===== src/hw/rtl/assert_macros.svh =====
// Assertion macros shared by the allocator RTL.
`ifndef ASSERT_MACROS_SVH
`define ASSERT_MACROS_SVH

// Property holds at every clock edge outside reset.
`define SCFA_ASSERT(lbl, prop, msg) \
  lbl: assert property (@(posedge clk_i) disable iff (!rst_ni) (prop)) else $error(msg);

// Antecedent in one cycle implies consequent in the next.
`define SCFA_ASSERT_NEXT(lbl, ante, cons, msg) \
  lbl: assert property (@(posedge clk_i) disable iff (!rst_ni) (ante) |=> (cons)) \
    else $error(msg);

`endif


===== src/hw/rtl/scfa_pkg.sv =====
// Types, constants and codes of the size-class free-list allocator.
package scfa_pkg;

  localparam int unsigned BLOCKS_PER_CLASS_DEF = 1024;
  localparam int unsigned CLASS_COUNT_DEF      = 6;

  localparam int unsigned REG_COUNT  = 6;
  localparam int unsigned CFG_IDX_W  = 3;
  localparam int unsigned SIZE_W     = 16;
  localparam int unsigned BLK_W      = 10;
  localparam int unsigned STATUS_W   = 3;
  localparam int unsigned CLS_W      = 3;

  typedef logic [REG_COUNT-1:0][SIZE_W-1:0] limits_t;

  localparam limits_t LIMIT_RESET = {16'd256, 16'd128, 16'd64, 16'd32, 16'd16, 16'd8};

  typedef enum logic [STATUS_W-1:0] {
    ST_ALLOCATED = 3'd0,
    ST_FREED     = 3'd1,
    ST_EXHAUSTED = 3'd2,
    ST_TOO_LARGE = 3'd3,
    ST_NULL      = 3'd4,
    ST_OVERFLOW  = 3'd5
  } status_e;

  typedef enum logic [1:0] {
    FSM_IDLE,
    FSM_DECIDE,
    FSM_FINISH
  } fsm_e;

  typedef struct packed {
    logic             hit;
    logic [CLS_W-1:0] idx;
  } class_sel_t;

endpackage


===== src/hw/rtl/scfa_class_sel.sv =====
// Size class lookup: lowest numbered class whose limit covers the size.
module scfa_class_sel #(
  parameter int unsigned CLASS_COUNT = scfa_pkg::CLASS_COUNT_DEF
) (
  input  scfa_pkg::limits_t            limits_i,
  input  logic [scfa_pkg::SIZE_W-1:0]  size_i,
  output scfa_pkg::class_sel_t         sel_o
);
  import scfa_pkg::*;

  // Scan from the top down so the lowest fitting class wins.
  always_comb begin
    sel_o = '0;
    for (int c = CLASS_COUNT - 1; c >= 0; c--) begin
      if (size_i <= limits_i[c]) begin
        sel_o.hit = 1'b1;
        sel_o.idx = CLS_W'(c);
      end
    end
  end

endmodule


===== config.mk =====
export PLATFORM = sky130hd
export DESIGN_NAME = scfa_class_sel
export DESIGN_NICKNAME = d
export VERILOG_FILES = /design/src/hw/rtl/assert_macros.svh /design/src/hw/rtl/scfa_pkg.sv /design/src/hw/rtl/scfa_class_sel.sv
export SDC_FILE = /design/constraint.sdc
export NUM_CORES = 1
export LEC_CHECK = 0
export BUFFER_PORTS_ARGS = -buffer_cell sky130_fd_sc_hd__buf_2
export CAP_MARGIN = 5
export CORE_MARGIN = 2
export CORE_UTILIZATION = 40
export DETAILED_ROUTE_END_ITERATION = 12
export PLACE_DENSITY_LB_ADDON = 0.15
export REMOVE_ABC_BUFFERS = 1
export SLEW_MARGIN = 20
export SYNTH_ARGS = -nofsm -noshare
export SYNTH_HDL_FRONTEND = slang
export SYNTH_SLANG_ARGS = --single-unit

===== constraint.sdc =====
create_clock -name vclk -period 2.8
set_input_delay 0.7 -clock vclk [all_inputs]
set_output_delay 0.7 -clock vclk [all_outputs]
set_load 0.02 [all_outputs]

==> metrics, run 1 <==
PortBufs=116; I/O Pins=116; layout cells sized above 1=0.494; Tot GR Track Use=0.234; failing checks=setup timing; Initial Util=0.411; Routed WL=8470 um; Yosys warning count=0; Worst setup SP type=input pin; drt initial violations=49; fillers=481; grt ovf=0; Peak VDD IR=0.0815 mV; area of the multi-input gates=2680 um2; setup_tns=-1.56 ns; fmax=306 MHz; Pins Over Slew Limit=0; largest net degree at the start of global routing=7; power density cells=157 nW/um2; first-pass GRT wire length=12400 um; Final Hold Viols=0; status=finished, violations left; drt drc=0; required time worst endpoint=2.10 ns; synth unique cells=32; slew margin rel.=0.796; final instance area=4200 um2; initial antenna violation count=0; DR vias/cell=5.19; final antenna diode count=0; CP Class=input pin to output pin; worst-path fanout max=6; Place WS=-0.502 ns; number of iterations in the first detailed-routing pass=4; Yosys top cell area share=0.493; area grow syn2layout=72.5%; final setup vio count=4; cell count after synthesis=339; Worst Tran Pin Value=0.305 ns; placed inst area=3370 um2; Area contributors post-synth=ha_1 (49%), inv_1 (14%), a21oi_1 (7.4%), nand4_1 (4.4%), nand3_1 (2.9%); Routed Antenna Nets=0; Avg WL per Cell=14.9 um; DIE AREA=6730 um2; Max-cap violations=0; register area=0 um2; final design utilization=0.710; Syn Area/Cell=7.19 um2; Die Span X=82.0 um; die span in y=82.0 um; CLK BUF=0; Hold Path Class=input pin to output pin; Leakage=2.23 nW; core area=5920 um2; setup slack after layout=-0.464 ns; Layout Nets=704; Seq/Total Area, Yosys=0; kind of end point of the critical path=output pin; vias=2952; # rows=28; GP Congestion=0.884; min Tclk post-route=3.26 ns; HPWL after DPL=6440 um; sequential cell count=0; vias in the first global route=2839; area leader, netlist=ha_1; cell area after synthesis=2440 um2; final worst path period share=1.17; critical path arrival=2.56 ns; setup repair after global routing missed its margin=true
## cell usage in the layout (no fill, tap or decap), types with 16 or more instances in the layout
cell type,count
buf_2,93
inv_1,69
ha_1,60
nand4_1,17
ha_4,35
buf_4,37
nand2_1,16
a21oi_1,28
inv_2,22
buf_6,17
## logic make-up after synthesis
kind of cell / synth area share
adders and majority gates: 0.493
buffers and inverters: 0.142
and+or+nand+nor: 0.169
AOI/OAI and AO/OA: 0.196
## where the power goes
part	internal [mW]	switching [mW]	leakage, nW
Clock	0	0	0
Combinational	0.346	0.314	2.23
Sequential	0	0	0
Total	0.346	0.314	2.23
## worst paths after layout
kind | start | endpoint | slack [ns] | cells after the start
max | size_i[14] | sel_o[0] | -0.46 | 12
min | limits_i[80] | sel_o[3] | 2.18 | 7
## area by class of cell
cell class,instances,share of cell area
Multi-Input combinational cell,247,0.637
Timing Repair Buffer,155,0.258
Inverter,92,0.0828
Tap cell,75,0.0223
## critical path, stage by stage
cell and delay [ns]:
buf_12 0.12, ha_4 0.27, nand4_1 0.13, buf_4 0.18
nor4_4 0.24, buf_4 0.15, a21boi_2 0.15, o31a_1 0.17
nor2b_1 0.05, o21bai_1 0.18, a21oi_2 0.09, buf_6 0.13
## cell usage after synthesis, drive strengths merged (4+ instances only)
cell type / number
nand4: 18
nand2: 17
ha: 96
o21ai: 5
nor2b: 7
a21oi: 37
a21boi: 7
nor2: 10
nand3: 14
inv: 92
o211ai: 4
## per-layer routing
layer  share of wire  global-route usage
met3           0.039             0.00440
met1            0.43               0.284
met5               0                   0
met2            0.51               0.468
met4           0.019              0.0233
## metrics by stage
step / hold WS [ns] / std cells / total power [mW]
2_1_floorplan: 1.87 / 339 / 0.255
3_3_place_gp: 2.18 / 565 / 0.470
3_5_place_dp: 2.17 / 565 / 0.485
4_1_cts: 2.18 / 567 / 0.589
5_1_grt: 2.23 / 569 / 0.724
6_report: 2.18 / 569 / 0.660
## what timing repair did
item	CTS	global route
gates resized for setup	108	41
endpoints found under the setup margin	4	4
hold buffers	0	0
cloned	0	0
setup buffers	2	3
pin swaps	43	38
(Power assumes the default switching activity.)
==> inputs of run 2 (changes only) <==
--- a/config.mk
+++ b/config.mk
@@ -12,3 +12,5 @@
 export DETAILED_ROUTE_END_ITERATION = 12
+export GPL_TIMING_DRIVEN = 0
 export PLACE_DENSITY_LB_ADDON = 0.15
+export RECOVER_POWER = 25
 export REMOVE_ABC_BUFFERS = 1
==> constraint.sdc (replaced) <==
create_clock -name vclk -period 2.8
set_input_delay 0.7 -clock vclk [all_inputs]
set_output_delay 0.7 -clock vclk [all_outputs]
set_load 0.1 [all_outputs]
==> run 2 against run 1 <==
  * The run still ends with setup timing left
  * Worst hold slack better by 0.019 ns
  * Sequential share of layout area stayed put
  * Cell count is 5.1% lower
  * Clock-buffer cell count stayed put
  * Wire length is 13% lower
  * First-iteration DRC count is 35% higher
  * Cell area is 9.4% lower
  * Via count is 8.9% lower
  * Largest cell class unchanged
==> metrics, run 2 (synthesis gave the netlist of run 1 again) <==
Worst setup SP type=input pin; Buffers & Inverters on Critical Path=2; final std cells w/o fill=540; power density cells=156 nW/um2; Worst Tran Pin Value=0.362 ns; Max-cap violations=0; final worst path period share=1.23; Peak VDD IR=0.0766 mV; fillers=534; PortBufs=116; Routed Antenna Nets=0; CLK BUF=0; CP max stage cell=nor4_4; GP Congestion=0.820; hold-fix buffers at CTS=0; I/O Pins=116; placed inst area=3110 um2; setup repair after global routing missed its margin=true; number of iterations in the first detailed-routing pass=4; Min Hold Slack=2.20 ns; commonest non-fill, non-tap cells in the layout=buf_2 (97), inv_1 (84), ha_1 (71); failing checks=setup timing; # rows=28; area grow syn2layout=56.3%; HPWL after DPL=6000 um; drt drc=0; final antenna diode count=0; DP Cell Count=530; setup slack after layout=-0.637 ns; Pins Over Slew Limit=0; Final Hold Viols=0; CP max stage delay=0.33 ns; CP Class=input pin to output pin; final instance area=3810 um2; DIE AREA=6730 um2; kind of end point of the critical path=output pin; layout cells sized above 1=0.400; Die Span X=82.0 um; critical path arrival=2.74 ns; DR vias/cell=4.98; min Tclk post-route=3.44 ns; fmax=291 MHz; CP cell instances=buf_12 > ha_4 > nand4_1 > nor4_4 > a21boi_2 > o31a_1 > nor2b_4 > o21bai_1 > a21oi_1 > buf_6; Place WS=-0.874 ns; Initial Util=0.411; die span in y=82.0 um; most common cell after layout, fill and taps aside=buf_2; core area=5920 um2; vias in the first global route=2566; largest net degree at the start of global routing=7; Routed WL=7360 um; Leakage=2.09 nW; sequential cell count=0; status=finished, violations left; final setup vio count=4; slew margin rel.=0.757; drt initial violations=66; initial antenna violation count=0; required time worst endpoint=2.10 ns; Layout Nets=675; Tot GR Track Use=0.217; worst-path fanout max=6; grt ovf=0; Avg WL per Cell=13.6 um; register area=0 um2; delay-heaviest family, CP=simple AND/OR/NAND/NOR gates; Hold Path Class=input pin to output pin; vias=2690; first-pass GRT wire length=11500 um
## run 2: changes by cell type in the layout (fill, tap and decap cells not counted), moves of 4 or more
cell     change
buf_4       -26
inv_1       +15
inv_2       -15
ha_4        -12
ha_1        +11
buf_6        -6
a21oi_1      +5
a21oi_2      -5
buf_2        +4
## run 2: layout make-up
type	instances	area, um2	area share
Multi-Input combinational cell	247	2550	0.669
Inverter	92	349	0.0917
Tap cell	75	93.8	0.0246
Timing Repair Buffer	126	816	0.214
## run 2: timing repair
action,in CTS,in global routing
endpoints found under the setup margin,4,4
resized for setup,81,31
pin swaps,28,13
gates cloned,0,0
hold endpoints to repair,0,0
setup buffers,6,4
## run 2: per-stage QoR
step | power, mW | util | TNS (ns)
detailed placement | 0.451 | 0.525 | -3.08
floorplan | 0.282 | - | -5.21
CTS | 0.547 | 0.615 | -1.80
global placement | 0.439 | 0.525 | -2.98
finish | 0.594 | 0.643 | -2.13
global route | 0.662 | 0.643 | -2.43
## run 2: where the power goes
group | internal [mW] | switching [mW]
clock | 0 | 0
sequential | 0 | 0
combinational | 0.286 | 0.308
## run 2: path summary, 6_finish.rpt
kind	from	endpoint	slack, ns	depth (start not counted)
worst max-delay path	size_i[11]	sel_o[0]	-0.64	10
worst min-delay path	limits_i[64]	sel_o[3]	2.20	6
## run 2: metal layers
layer | track usage | wire (um) | vias to the layer above
met4 | 0 | 0 | 0
met1 | 0.292 | 3380 | 1181
met5 | 0 | 0 | -
met2 | 0.409 | 3680 | 66
li1 | - | - | 1443
met3 | 0.00220 | 299 | 0
## run 2: tightest hold or removal path, cell delays in order
cell and delay (ns):
buf_2 0.08, ha_1 0.12, nand4_1 0.08, o31a_1 0.15, nand3_1 0.13, buf_6 0.23
